### config.mk
export PLATFORM = sky130hd
export DESIGN_NAME = two_finger_gesture_recognizer
export DESIGN_NICKNAME = d
export VERILOG_FILES = /design/src/tfg_pkg.sv /design/src/tfg_front.sv /design/src/tfg_queue.sv /design/src/tfg_back.sv /design/src/two_finger_gesture_recognizer.sv
export SDC_FILE = /design/constraint.sdc
export NUM_CORES = 2
export LEC_CHECK = 0
export BUFFER_PORTS_ARGS = -buffer_cell sky130_fd_sc_hd__buf_2
export CAP_MARGIN = 20
export CORE_MARGIN = 2
export CORE_UTILIZATION = 50
export DETAILED_ROUTE_END_ITERATION = 10
export PLACE_DENSITY = 0.66
export SETUP_SLACK_MARGIN = 0.15
export SYNTH_ARGS = -nofsm -noshare
export SYNTH_HDL_FRONTEND = slang
export SYNTH_SLANG_ARGS = --single-unit
### constraint.sdc
create_clock -name i_clk -period 10.4 [get_ports i_clk]
set_clock_uncertainty 0.05 [all_clocks]
set_input_delay 0.52 -clock i_clk [delete_from_list [all_inputs] [get_ports i_clk]]
set_output_delay 0.52 -clock i_clk [all_outputs]
set_load 0.05 [all_outputs]
### src/tfg_pkg.sv
// Shared types, constants and codes of the two-finger gesture recognizer.
`timescale 1ns / 1ps

package tfg_pkg;

    // Field and register widths
    localparam int COORD_W    = 16;
    localparam int TIMER_W    = 16;
    localparam int DPI_W      = 10;
    localparam int CFG_DATA_W = 16;
    localparam int CFG_IDX_W  = 1;

    // Queue between classifier and executor
    localparam int QUEUE_DEPTH = 2;
    localparam int QPTR_W      = $clog2(QUEUE_DEPTH);
    localparam int QCNT_W      = $clog2(QUEUE_DEPTH + 1);

    // 3 mm test: (dx^2 + dy^2) * 64516 >= 900 * dpi^2
    localparam int SCALE_W  = 16;
    localparam int DPIK_W   = 10;
    localparam int SQ_W     = 2 * COORD_W + 1;
    localparam int LHS_W    = SQ_W + SCALE_W;
    localparam int DPI2_W   = 2 * DPI_W;
    localparam int RHS_W    = DPI2_W + DPIK_W;
    localparam logic [SCALE_W-1:0] DIST_SCALE = SCALE_W'(64516);
    localparam logic [DPIK_W-1:0]  DPI_SCALE  = DPIK_W'(900);

    // Register indexes and reset values
    localparam logic [CFG_IDX_W-1:0] CFG_SCREEN_DPI = 1'b0;
    localparam logic [CFG_IDX_W-1:0] CFG_CLICK_TIME = 1'b1;
    localparam logic [DPI_W-1:0]     DPI_RESET      = DPI_W'(96);
    localparam logic [TIMER_W-1:0]   CLICK_RESET    = TIMER_W'(750);

    typedef logic signed [COORD_W-1:0] t_coord;

    typedef enum logic [2:0] {
        OP_PRESS   = 3'd0,
        OP_RELEASE = 3'd1,
        OP_MOVE    = 3'd2,
        OP_CANCEL  = 3'd3,
        OP_TICK    = 3'd4
    } t_op;

    typedef enum logic [2:0] {
        EV_CLICK      = 3'd0,
        EV_DRAG_START = 3'd1,
        EV_DRAG       = 3'd2,
        EV_ZOOM_START = 3'd3,
        EV_ZOOM       = 3'd4
    } t_kind;

    typedef struct packed {
        t_op    op;
        logic   finger;
        t_coord x;
        t_coord y;
    } t_item;

    typedef struct packed {
        t_kind  kind;
        t_coord first_x;
        t_coord first_y;
        t_coord second_x;
        t_coord second_y;
        logic   may_be_click;
        logic   last_of_run;
    } t_result;

    typedef enum logic [2:0] {
        ST_IDLE,
        ST_EXEC,
        ST_SQX,
        ST_SQY,
        ST_SCALE,
        ST_CMP,
        ST_EMIT
    } t_back_state;

endpackage

### src/tfg_front.sv
// Input stage: registers a touch word, drops unused opcodes, feeds the queue.
`timescale 1ns / 1ps

module tfg_front (
    input  logic                                i_clk,
    input  logic                                i_rst_n,
    input  logic                                i_in_valid,
    output logic                                o_in_ready,
    input  logic [2:0]                          i_opcode,
    input  logic                                i_finger_index,
    input  logic signed [tfg_pkg::COORD_W-1:0] i_pos_x,
    input  logic signed [tfg_pkg::COORD_W-1:0] i_pos_y,
    output logic                                o_push,
    output tfg_pkg::t_item                      o_item,
    input  logic                                i_q_ready
);

    logic           r_valid;
    logic           r_ok;
    tfg_pkg::t_item r_item;
    logic           n_ok;
    logic           w_take;

    // opcode classification
    always_comb begin
        unique case (i_opcode)
            tfg_pkg::OP_PRESS, tfg_pkg::OP_RELEASE, tfg_pkg::OP_MOVE,
            tfg_pkg::OP_CANCEL, tfg_pkg::OP_TICK: begin
                n_ok = 1'b1;
            end
            default: begin
                n_ok = 1'b0;
            end
        endcase
    end

    // register frees when empty, when it holds a dropped word, or on push
    assign o_in_ready = !r_valid || !r_ok || i_q_ready;
    assign w_take     = i_in_valid && o_in_ready;
    assign o_push     = r_valid && r_ok;
    assign o_item     = r_item;

    always_ff @(posedge i_clk) begin
        if (!i_rst_n) begin
            r_valid <= 1'b0;
        end else if (o_in_ready) begin
            r_valid <= i_in_valid;
        end
    end

    always_ff @(posedge i_clk) begin
        if (w_take) begin
            r_ok          <= n_ok;
            r_item.op     <= tfg_pkg::t_op'(i_opcode);
            r_item.finger <= i_finger_index;
            r_item.x      <= i_pos_x;
            r_item.y      <= i_pos_y;
        end
    end

endmodule

### src/tfg_queue.sv
// Small register queue between the classifier and the executor.
`timescale 1ns / 1ps

module tfg_queue (
    input  logic           i_clk,
    input  logic           i_rst_n,
    input  logic           i_push,
    input  tfg_pkg::t_item i_item,
    output logic           o_ready,
    input  logic           i_pop,
    output logic           o_valid,
    output tfg_pkg::t_item o_item
);

    tfg_pkg::t_item                  r_mem [tfg_pkg::QUEUE_DEPTH];
    logic [tfg_pkg::QPTR_W-1:0]      r_wp;
    logic [tfg_pkg::QPTR_W-1:0]      r_rp;
    logic [tfg_pkg::QCNT_W-1:0]      r_cnt;
    logic                            w_wr;
    logic                            w_rd;

    assign o_ready = (r_cnt != tfg_pkg::QCNT_W'(tfg_pkg::QUEUE_DEPTH));
    assign o_valid = (r_cnt != '0);
    assign o_item  = r_mem[r_rp];
    assign w_wr    = i_push && o_ready;
    assign w_rd    = i_pop && o_valid;

    always_ff @(posedge i_clk) begin
        if (!i_rst_n) begin
            r_wp  <= '0;
            r_rp  <= '0;
            r_cnt <= '0;
        end else begin
            if (w_wr) begin
                r_wp <= (r_wp == tfg_pkg::QPTR_W'(tfg_pkg::QUEUE_DEPTH - 1)) ? '0
                                                                              : r_wp + 1'b1;
            end
            if (w_rd) begin
                r_rp <= (r_rp == tfg_pkg::QPTR_W'(tfg_pkg::QUEUE_DEPTH - 1)) ? '0
                                                                              : r_rp + 1'b1;
            end
            if (w_wr && !w_rd) begin
                r_cnt <= r_cnt + 1'b1;
            end else if (!w_wr && w_rd) begin
                r_cnt <= r_cnt - 1'b1;
            end
        end
    end

    always_ff @(posedge i_clk) begin
        if (w_wr) begin
            r_mem[r_wp] <= i_item;
        end
    end

`ifndef SYNTHESIS
    a_cnt_range: assert property (@(posedge i_clk) disable iff (!i_rst_n)
        r_cnt <= tfg_pkg::QCNT_W'(tfg_pkg::QUEUE_DEPTH))
        else $error("queue count out of range");
    a_no_pop_empty: assert property (@(posedge i_clk) disable iff (!i_rst_n)
        (r_cnt == '0) |-> (r_wp == r_rp))
        else $error("empty queue with unequal pointers");
    a_full_ptrs: assert property (@(posedge i_clk) disable iff (!i_rst_n)
        (w_wr && !w_rd) |=> (r_cnt == $past(r_cnt) + 1'b1))
        else $error("push lost");
`endif

endmodule

### src/tfg_back.sv
// Executor: finger state, click timer, 3 mm test and result sequencing.
`timescale 1ns / 1ps

module tfg_back (
    input  logic                               i_clk,
    input  logic                               i_rst_n,
    input  logic                               i_q_valid,
    input  tfg_pkg::t_item                     i_q_item,
    output logic                               o_q_pop,
    input  logic [tfg_pkg::DPI_W-1:0]          i_screen_dpi,
    input  logic [tfg_pkg::TIMER_W-1:0]        i_click_ticks,
    output logic                               o_out_valid,
    input  logic                               i_out_ready,
    output tfg_pkg::t_result                   o_out
);

    tfg_pkg::t_back_state            r_state, n_state;
    tfg_pkg::t_item                  r_item, n_item;
    logic [1:0]                      r_mask, n_mask;
    logic                            r_pend, n_pend;
    logic [tfg_pkg::TIMER_W-1:0]     r_timer, n_timer;
    tfg_pkg::t_coord                 r_start_x [2];
    tfg_pkg::t_coord                 r_start_y [2];
    tfg_pkg::t_coord                 r_last_x  [2];
    tfg_pkg::t_coord                 r_last_y  [2];
    tfg_pkg::t_coord                 n_start_x [2];
    tfg_pkg::t_coord                 n_start_y [2];
    tfg_pkg::t_coord                 n_last_x  [2];
    tfg_pkg::t_coord                 n_last_y  [2];
    tfg_pkg::t_result                r_res [2];
    tfg_pkg::t_result                n_res [2];
    logic [1:0]                      r_cnt, n_cnt;
    logic                            r_idx, n_idx;
    tfg_pkg::t_result                r_out, n_out;
    logic                            r_out_valid, n_out_valid;

    // distance datapath
    logic [tfg_pkg::SQ_W-1:0]        r_acc;
    logic [tfg_pkg::LHS_W-1:0]       r_lhs;
    logic [tfg_pkg::DPI2_W-1:0]      r_dpi2;
    logic [tfg_pkg::RHS_W-1:0]       r_rhs;
    logic signed [tfg_pkg::COORD_W:0]   w_dx;
    logic signed [tfg_pkg::COORD_W:0]   w_dy;
    logic signed [tfg_pkg::SQ_W:0]      w_sqx;
    logic signed [tfg_pkg::SQ_W:0]      w_sqy;
    logic                            w_far;
    logic [1:0]                      w_bit;

    // One result chosen by the press mask; an empty mask gives a zeroed result of the first kind.
    function automatic tfg_pkg::t_result mk_res(
        input logic [1:0]       mask,
        input tfg_pkg::t_coord  x0,
        input tfg_pkg::t_coord  y0,
        input tfg_pkg::t_coord  x1,
        input tfg_pkg::t_coord  y1,
        input logic             pend,
        input tfg_pkg::t_kind   k_one,
        input tfg_pkg::t_kind   k_two
    );
        tfg_pkg::t_result r;
        r              = '0;
        r.kind         = k_one;
        unique case (mask)
            2'b01: begin
                r.first_x      = x0;
                r.first_y      = y0;
                r.may_be_click = pend;
            end
            2'b10: begin
                r.first_x      = x1;
                r.first_y      = y1;
                r.may_be_click = pend;
            end
            2'b11: begin
                r.kind     = k_two;
                r.first_x  = x0;
                r.first_y  = y0;
                r.second_x = x1;
                r.second_y = y1;
            end
            default: begin
                r.may_be_click = 1'b0;
            end
        endcase
        return r;
    endfunction

    assign w_dx  = {r_last_x[0][tfg_pkg::COORD_W-1], r_last_x[0]}
                 - {r_start_x[0][tfg_pkg::COORD_W-1], r_start_x[0]};
    assign w_dy  = {r_last_y[0][tfg_pkg::COORD_W-1], r_last_y[0]}
                 - {r_start_y[0][tfg_pkg::COORD_W-1], r_start_y[0]};
    assign w_sqx = w_dx * w_dx;
    assign w_sqy = w_dy * w_dy;
    assign w_far = (r_lhs >= tfg_pkg::LHS_W'(r_rhs));
    assign w_bit = r_item.finger ? 2'b10 : 2'b01;

    assign o_out_valid = r_out_valid;
    assign o_out       = r_out;

    always_comb begin
        n_state     = r_state;
        n_item      = r_item;
        n_mask      = r_mask;
        n_pend      = r_pend;
        n_timer     = r_timer;
        n_start_x   = r_start_x;
        n_start_y   = r_start_y;
        n_last_x    = r_last_x;
        n_last_y    = r_last_y;
        n_res       = r_res;
        n_cnt       = r_cnt;
        n_idx       = r_idx;
        n_out       = r_out;
        n_out_valid = r_out_valid && !i_out_ready;
        o_q_pop     = 1'b0;

        unique case (r_state)
            tfg_pkg::ST_IDLE: begin
                if (i_q_valid) begin
                    o_q_pop = 1'b1;
                    n_item  = i_q_item;
                    n_state = tfg_pkg::ST_EXEC;
                end
            end
            tfg_pkg::ST_EXEC: begin
                n_cnt   = 2'd0;
                n_idx   = 1'b0;
                n_state = tfg_pkg::ST_IDLE;
                unique case (r_item.op)
                    tfg_pkg::OP_PRESS: begin
                        n_pend = 1'b0;
                        if (r_mask == 2'b00 && !r_item.finger) begin
                            n_pend  = 1'b1;
                            n_timer = i_click_ticks;
                        end
                        n_last_x[r_item.finger] = r_item.x;
                        n_last_y[r_item.finger] = r_item.y;
                        n_mask    = r_mask | w_bit;
                        n_start_x = n_last_x;
                        n_start_y = n_last_y;
                        n_res[0]  = mk_res(n_mask, n_last_x[0], n_last_y[0],
                                           n_last_x[1], n_last_y[1], n_pend,
                                           tfg_pkg::EV_DRAG_START,
                                           tfg_pkg::EV_ZOOM_START);
                        n_cnt     = 2'd1;
                    end
                    tfg_pkg::OP_RELEASE: begin
                        n_mask    = r_mask & ~w_bit;
                        n_start_x = r_last_x;
                        n_start_y = r_last_y;
                        n_res[0]  = mk_res(n_mask, r_last_x[0], r_last_y[0],
                                           r_last_x[1], r_last_y[1], r_pend,
                                           tfg_pkg::EV_DRAG_START,
                                           tfg_pkg::EV_ZOOM_START);
                        if (n_mask != 2'b00) begin
                            n_cnt = 2'd1;
                        end else if (r_pend) begin
                            // lone click at finger 0
                            n_res[0]      = '0;
                            n_res[0].kind = tfg_pkg::EV_CLICK;
                            n_res[0].first_x = r_last_x[0];
                            n_res[0].first_y = r_last_y[0];
                            n_cnt         = 2'd1;
                        end
                        n_pend = 1'b0;
                    end
                    tfg_pkg::OP_MOVE: begin
                        n_last_x[r_item.finger] = r_item.x;
                        n_last_y[r_item.finger] = r_item.y;
                        if (r_pend && !r_item.finger) begin
                            n_state = tfg_pkg::ST_SQX;
                        end else begin
                            n_res[0] = mk_res(r_mask, n_last_x[0], n_last_y[0],
                                              n_last_x[1], n_last_y[1], r_pend,
                                              tfg_pkg::EV_DRAG, tfg_pkg::EV_ZOOM);
                            n_cnt    = (r_mask != 2'b00) ? 2'd1 : 2'd0;
                        end
                    end
                    tfg_pkg::OP_CANCEL: begin
                        n_mask = 2'b00;
                        n_pend = 1'b0;
                    end
                    tfg_pkg::OP_TICK: begin
                        if (r_pend) begin
                            if (r_timer <= tfg_pkg::TIMER_W'(1)) begin
                                // candidate expired: becomes a plain drag
                                n_timer          = '0;
                                n_pend           = 1'b0;
                                n_res[0]         = '0;
                                n_res[0].kind    = tfg_pkg::EV_DRAG;
                                n_res[0].first_x = r_last_x[0];
                                n_res[0].first_y = r_last_y[0];
                                n_cnt            = 2'd1;
                            end else begin
                                n_timer = r_timer - 1'b1;
                            end
                        end
                    end
                    default: begin
                        n_cnt = 2'd0;
                    end
                endcase
                if (n_state == tfg_pkg::ST_IDLE && n_cnt != 2'd0) begin
                    n_state = tfg_pkg::ST_EMIT;
                end
            end
            tfg_pkg::ST_SQX: begin
                n_state = tfg_pkg::ST_SQY;
            end
            tfg_pkg::ST_SQY: begin
                n_state = tfg_pkg::ST_SCALE;
            end
            tfg_pkg::ST_SCALE: begin
                n_state = tfg_pkg::ST_CMP;
            end
            tfg_pkg::ST_CMP: begin
                n_pend   = r_pend && !w_far;
                n_res[0] = mk_res(r_mask, r_last_x[0], r_last_y[0],
                                  r_last_x[1], r_last_y[1], n_pend,
                                  tfg_pkg::EV_DRAG, tfg_pkg::EV_ZOOM);
                n_idx    = 1'b0;
                if (r_mask != 2'b00) begin
                    n_cnt   = 2'd1;
                    n_state = tfg_pkg::ST_EMIT;
                end else begin
                    n_cnt   = 2'd0;
                    n_state = tfg_pkg::ST_IDLE;
                end
            end
            tfg_pkg::ST_EMIT: begin
                if (!r_out_valid || i_out_ready) begin
                    n_out             = r_res[r_idx];
                    n_out.last_of_run = ({1'b0, r_idx} == r_cnt - 2'd1);
                    n_out_valid       = 1'b1;
                    if (n_out.last_of_run) begin
                        n_state = tfg_pkg::ST_IDLE;
                    end else begin
                        n_idx = 1'b1;
                    end
                end
            end
            default: begin
                n_state = tfg_pkg::ST_IDLE;
            end
        endcase
    end

    always_ff @(posedge i_clk) begin
        if (!i_rst_n) begin
            r_state     <= tfg_pkg::ST_IDLE;
            r_mask      <= 2'b00;
            r_pend      <= 1'b0;
            r_timer     <= '0;
            r_start_x   <= '{default: '0};
            r_start_y   <= '{default: '0};
            r_last_x    <= '{default: '0};
            r_last_y    <= '{default: '0};
            r_cnt       <= 2'd0;
            r_idx       <= 1'b0;
            r_out_valid <= 1'b0;
        end else begin
            r_state     <= n_state;
            r_mask      <= n_mask;
            r_pend      <= n_pend;
            r_timer     <= n_timer;
            r_start_x   <= n_start_x;
            r_start_y   <= n_start_y;
            r_last_x    <= n_last_x;
            r_last_y    <= n_last_y;
            r_cnt       <= n_cnt;
            r_idx       <= n_idx;
            r_out_valid <= n_out_valid;
        end
    end

    always_ff @(posedge i_clk) begin
        r_item <= n_item;
        r_res  <= n_res;
        r_out  <= n_out;
        unique case (r_state)
            tfg_pkg::ST_SQX: begin
                r_acc  <= w_sqx[tfg_pkg::SQ_W-1:0];
                r_dpi2 <= i_screen_dpi * i_screen_dpi;
            end
            tfg_pkg::ST_SQY: begin
                r_acc <= r_acc + w_sqy[tfg_pkg::SQ_W-1:0];
                r_rhs <= r_dpi2 * tfg_pkg::DPI_SCALE;
            end
            tfg_pkg::ST_SCALE: begin
                r_lhs <= r_acc * tfg_pkg::DIST_SCALE;
            end
            default: begin
                r_acc <= r_acc;
            end
        endcase
    end

`ifndef SYNTHESIS
    a_pend_single: assert property (@(posedge i_clk) disable iff (!i_rst_n)
        r_pend |-> (r_mask == 2'b01))
        else $error("click candidate armed without finger 0 alone");
    a_emit_index: assert property (@(posedge i_clk) disable iff (!i_rst_n)
        (r_state == tfg_pkg::ST_EMIT) |-> (r_cnt != 2'd0 && {1'b0, r_idx} < r_cnt))
        else $error("emit index beyond result count");
    a_test_cause: assert property (@(posedge i_clk) disable iff (!i_rst_n)
        (r_state == tfg_pkg::ST_SQX) |->
            (r_pend && !r_item.finger && r_item.op == tfg_pkg::OP_MOVE))
        else $error("distance test started without an armed finger 0 move");
    a_test_seq: assert property (@(posedge i_clk) disable iff (!i_rst_n)
        (r_state == tfg_pkg::ST_SQX) |=> (r_state == tfg_pkg::ST_SQY))
        else $error("distance sequence broken");
`endif

endmodule

### src/two_finger_gesture_recognizer.sv
// Top level of the two-finger gesture recognizer: config registers and wiring.
`timescale 1ns / 1ps

// Usage:
//  - Input channel (i_in_valid / o_in_ready): one touch word per handshake,
//    opcode press, release, move, cancel or tick, with finger index and x, y.
//    Words with opcodes five to seven are accepted and dropped.
//  - Output channel (o_out_valid / i_out_ready): click, drag start, drag,
//    zoom start and zoom words. A touch word yields zero or one result
//    word; o_last_of_run is set on every result word.
//  - Config port (i_cfg_we, i_cfg_index, i_cfg_data): index 0 screen dpi,
//    index 1 click time in ticks. Write only while the block is idle.
//  - Path: front register, queue, executor, output register; a finger 0 move
//    with a click candidate armed adds the 3 mm distance test (two squares,
//    scale, compare).
//  - Flow: the executor handles one word at a time and pops the next only
//    once back in idle, after any result is emitted. The classifier and
//    the two-word queue keep accepting words while the executor is busy.
//  - Reset (synchronous, active low) clears the finger state, the candidate
//    and timer, and sets dpi 96 and click time 750; no clearing pass.
//  - When the receiver stalls, the output register holds its word; the queue
//    fills and then o_in_ready drops.

module two_finger_gesture_recognizer (
    input  logic                                    i_clk,
    input  logic                                    i_rst_n,
    // touch words in
    input  logic                                    i_in_valid,
    output logic                                    o_in_ready,
    input  logic [2:0]                              i_opcode,
    input  logic                                    i_finger_index,
    input  logic signed [tfg_pkg::COORD_W-1:0]     i_pos_x,
    input  logic signed [tfg_pkg::COORD_W-1:0]     i_pos_y,
    // gesture words out
    output logic                                    o_out_valid,
    input  logic                                    i_out_ready,
    output logic [2:0]                              o_event_kind,
    output logic signed [tfg_pkg::COORD_W-1:0]     o_first_x,
    output logic signed [tfg_pkg::COORD_W-1:0]     o_first_y,
    output logic signed [tfg_pkg::COORD_W-1:0]     o_second_x,
    output logic signed [tfg_pkg::COORD_W-1:0]     o_second_y,
    output logic                                    o_may_be_click,
    output logic                                    o_last_of_run,
    // configuration writes
    input  logic                                    i_cfg_we,
    input  logic [tfg_pkg::CFG_IDX_W-1:0]           i_cfg_index,
    input  logic [tfg_pkg::CFG_DATA_W-1:0]          i_cfg_data
);

    logic [tfg_pkg::DPI_W-1:0]   r_screen_dpi;
    logic [tfg_pkg::TIMER_W-1:0] r_click_ticks;

    logic             w_push;
    tfg_pkg::t_item   w_front_item;
    logic             w_q_ready;
    logic             w_q_valid;
    logic             w_q_pop;
    tfg_pkg::t_item   w_q_item;
    tfg_pkg::t_result w_out;

    // Config registers: plain write, no read-back.
    always_ff @(posedge i_clk) begin
        if (!i_rst_n) begin
            r_screen_dpi  <= tfg_pkg::DPI_RESET;
            r_click_ticks <= tfg_pkg::CLICK_RESET;
        end else if (i_cfg_we) begin
            unique case (i_cfg_index)
                tfg_pkg::CFG_SCREEN_DPI: begin
                    r_screen_dpi <= i_cfg_data[tfg_pkg::DPI_W-1:0];
                end
                tfg_pkg::CFG_CLICK_TIME: begin
                    r_click_ticks <= i_cfg_data[tfg_pkg::TIMER_W-1:0];
                end
                default: begin
                    r_screen_dpi <= r_screen_dpi;
                end
            endcase
        end
    end

    // Front: registers and classifies touch words.
    tfg_front u_front (
        .i_clk          (i_clk),
        .i_rst_n        (i_rst_n),
        .i_in_valid     (i_in_valid),
        .o_in_ready     (o_in_ready),
        .i_opcode       (i_opcode),
        .i_finger_index (i_finger_index),
        .i_pos_x        (i_pos_x),
        .i_pos_y        (i_pos_y),
        .o_push         (w_push),
        .o_item         (w_front_item),
        .i_q_ready      (w_q_ready)
    );

    // Decoupling queue.
    tfg_queue u_queue (
        .i_clk   (i_clk),
        .i_rst_n (i_rst_n),
        .i_push  (w_push),
        .i_item  (w_front_item),
        .o_ready (w_q_ready),
        .i_pop   (w_q_pop),
        .o_valid (w_q_valid),
        .o_item  (w_q_item)
    );

    // Back: gesture state, timer, distance test and output register.
    tfg_back u_back (
        .i_clk         (i_clk),
        .i_rst_n       (i_rst_n),
        .i_q_valid     (w_q_valid),
        .i_q_item      (w_q_item),
        .o_q_pop       (w_q_pop),
        .i_screen_dpi  (r_screen_dpi),
        .i_click_ticks (r_click_ticks),
        .o_out_valid   (o_out_valid),
        .i_out_ready   (i_out_ready),
        .o_out         (w_out)
    );

    assign o_event_kind   = w_out.kind;
    assign o_first_x      = w_out.first_x;
    assign o_first_y      = w_out.first_y;
    assign o_second_x     = w_out.second_x;
    assign o_second_y     = w_out.second_y;
    assign o_may_be_click = w_out.may_be_click;
    assign o_last_of_run  = w_out.last_of_run;

endmodule
==> results.sh <==
export IMPL_boundaryPins=129
export IMPL_grt_pass1_vias=41700
export IMPL_wirelength_mm=138.4
export IMPL_cp_slowest_cell="fa_1"
export IMPL_synthToLayoutAreaGrowth_pct=8.939
export IMPL_fin_nets=7109
export IMPL_utilization_pct=55.08
export IMPL_dp_cells=7168
export IMPL_synth_area_mux_share_pct=1.296
export IMPL_drc=0
export IMPL_tns_ps=0
export IMPL_worst_pin_slew_ps=1073
export IMPL_die_w_um=339
export IMPL_rows=122
export IMPL_stdcell_count=7320
export IMPL_die_y_um=339
export IMPL_cts_root_buf="clkbuf_16"
export IMPL_synth_compound_area_share_pct=10.77
export IMPL_arrival_ps=9840
export IMPL_path_clk_slew_ps=70
export IMPL_fmax_ghz=0.1055
export IMPL_crit_path_end_kind="register"
export IMPL_clk_latency_ps=700
export IMPL_synthFlopType="edfxtp_1"
export IMPL_cts_tree="built"
export IMPL_critPathKind="reg2reg"
export IMPL_rsz0062_at_grt="false"
export IMPL_synth_most_common_cell="inv_1"
export IMPL_setup_viol=0
export IMPL_drive_gt1_share_pct=6.910
export IMPL_ys_top_cells_by_area="fa_1 27%, edfxtp_1 22%, ha_1 11%, inv_1 8.1%, dfxtp_1 5.4%"
export IMPL_cts_num_sinks=560
export IMPL_synthSimpleGateAreaFrac_pct=9.746
export IMPL_synth_xor_area_share_pct=2.823
export IMPL_outcome="finished, final reports clean"
export IMPL_via_count=40350
export IMPL_synth_avg_cell_area_um2=9.881
export IMPL_drv_cap=0
export IMPL_core_area_um2=111000
export IMPL_yosysTopAreaCellShare_pct=27.22
export IMPL_synthDistinctLibCells=85
export IMPL_synth_fp_nets=7008
export IMPL_grtUsageTotal_pct=24.47
export IMPL_antenna_cells=0
export IMPL_cts_made_buffers=61
export IMPL_yosys_register_bits=560
export IMPL_synth_commonest_cells="1211 x inv_1, 763 x fa_1, 543 x nand2_1"
export IMPL_routedWlPerCell_um=18.91
export IMPL_relSlewSlack_pct=28.43
export IMPL_fin_crit_ps=9482
export IMPL_synth_adder_area_share_pct=38.55
export IMPL_required_ps=10760
export IMPL_ys_seq_area_share_pct=27.26
export IMPL_dpl_hpwl_mm=106.2
export IMPL_finalCritPeriodShare_pct=91.18
export IMPL_htree_levels=2
export IMPL_first_pass_iters=6
export IMPL_synth_top_area_cell="fa_1"
export IMPL_hold_class="in2reg"
export IMPL_gp_congestion=0.9147
export IMPL_max_stage_delay_ps=820
export IMPL_grt_pass1_wl_mm=223.6
export IMPL_drt_iter0_markers=3017
export IMPL_port_buffers=128
export IMPL_critical_path_peak_fanout=18
export IMPL_clock_path_buffers=3
export IMPL_grt_max_degree=97
export IMPL_yosys_warnings=0
export IMPL_finalHoldViolCount=0
export IMPL_synth_top_family_by_area="adder cells"
export IMPL_dieArea_um2=114900
export IMPL_crit_path_start_kind="register"
export IMPL_overflow=0
export IMPL_synth_cells=5679
export IMPL_mappedNetlistArea_um2=56110
export IMPL_drv_slew=0
export IMPL_synth_enable_flop_cells=408
export IMPL_synthArstFlopShare_pct=0
export IMPL_ant_nets=0
export IMPL_crit_top_cell="fa_1"
export IMPL_avgViaCountPerCell=5.512
export IMPL_antenna_found_initial=4
export IMPL_initial_core_util_pct=50.56
per-stage QoR:
step                      hold slack [ps]  setup slack, ps  area [um^2]
after global placement              353.3             1117        58480
after global routing                29.63            233.7        61130
after CTS                          0.9107            910.7        61120
final                               36.73            917.6        61130
after floorplan                     350.3             1560        56110
after detailed placement            354.5            963.4        58480
critical path, delay by kind of cell, from the launching register on:
family                   cells  cell delay, ps
AO/OA/AOI/OAI               12            2280
AND/OR/NAND/NOR              5             860
buffers and inverters        5             920
flip-flops                   1             430
XOR/XNOR                     1             220
adder cells (fa/ha/maj)      9            4420
flip-flops by register name, summed over array words and instances (netlist names), 19 cells and up:
| name | count |
|---|---|
| u_front.o_item | 36 |
| u_back.r_res | 68 |
| u_back.o_out | 69 |
| u_back.r_item | 36 |
| u_queue.r_mem | 72 |
| u_back.r_lhs | 47 |
| u_back.r_last_y | 32 |
| u_back.r_last_x | 32 |
| u_back.r_rhs | 27 |
| u_back.r_dpi2 | 19 |
| u_back.r_acc | 33 |
kinds of logic after synthesis:
kind of cell,after synthesis
adder cells (fa/ha/maj),1271
other,1
flip-flops,560
multiplexers,68
AO/OA/AOI/OAI,925
AND/OR/NAND/NOR,1252
buffers and inverters,1422
XOR/XNOR,180
path summary, 6_finish.rpt:
check                      start  slack (ps)          endpoint  cells after the start
max reg2reg  u_back.r_last_x[16]         920  u_back.r_acc[32]                     32
max          u_back.r_last_x[16]         920  u_back.r_acc[32]                     32
min                i_cfg_data[7]          40  r_click_ticks[7]                      3
min reg2reg     u_back.r_res[82]         350  u_back.o_out[13]                      0
placed cells by master, fill, tap and decap left out, types with 61 or more instances in the layout:
master     count
buf_2        128
nor2_1       355
clkbuf_16     63
dfxtp_1      151
a221oi_1      67
xnor2_1      118
xor2_1        61
ha_1         507
nor3_1        82
o21ai_0      182
inv_1       1210
fa_1         763
a22oi_1       72
edfxtp_1     408
a21oi_1      262
nand2_1      543
buf_4         72
a21o_1        63
metal layers:
metal  up-vias  track usage, %  share of wire, %
li1      18620               -                 -
met1     19950           32.37                42
met2      1440           40.27                47
met3       332           4.621               7.7
met4         2           8.611               3.7
met5         -               0            0.0087
repair_timing:
| item | 4_1_cts | 5_1_grt |
|---|---|---|
| endpoints found under the hold margin | 37 | 0 |
| setup buffers | 0 | 0 |
| setup endpoints to repair | 0 | 1 |
| hold buffers | 37 | 0 |
| resized for setup | 0 | 1 |
area by class of cell:
type	count	area, um^2
Fill cell	9742	49850
Multi-Input combinational cell	3697	35560
Sequential cell	560	15300
Inverter	1223	4593
Tap cell	1488	1862
Clock buffer	86	1745
Timing Repair Buffer	237	1551
Clock inverter	29	519.2
Power is not shown: default switching activity piles up to over one toggle a cycle in this logic, so the estimate is an artifact.
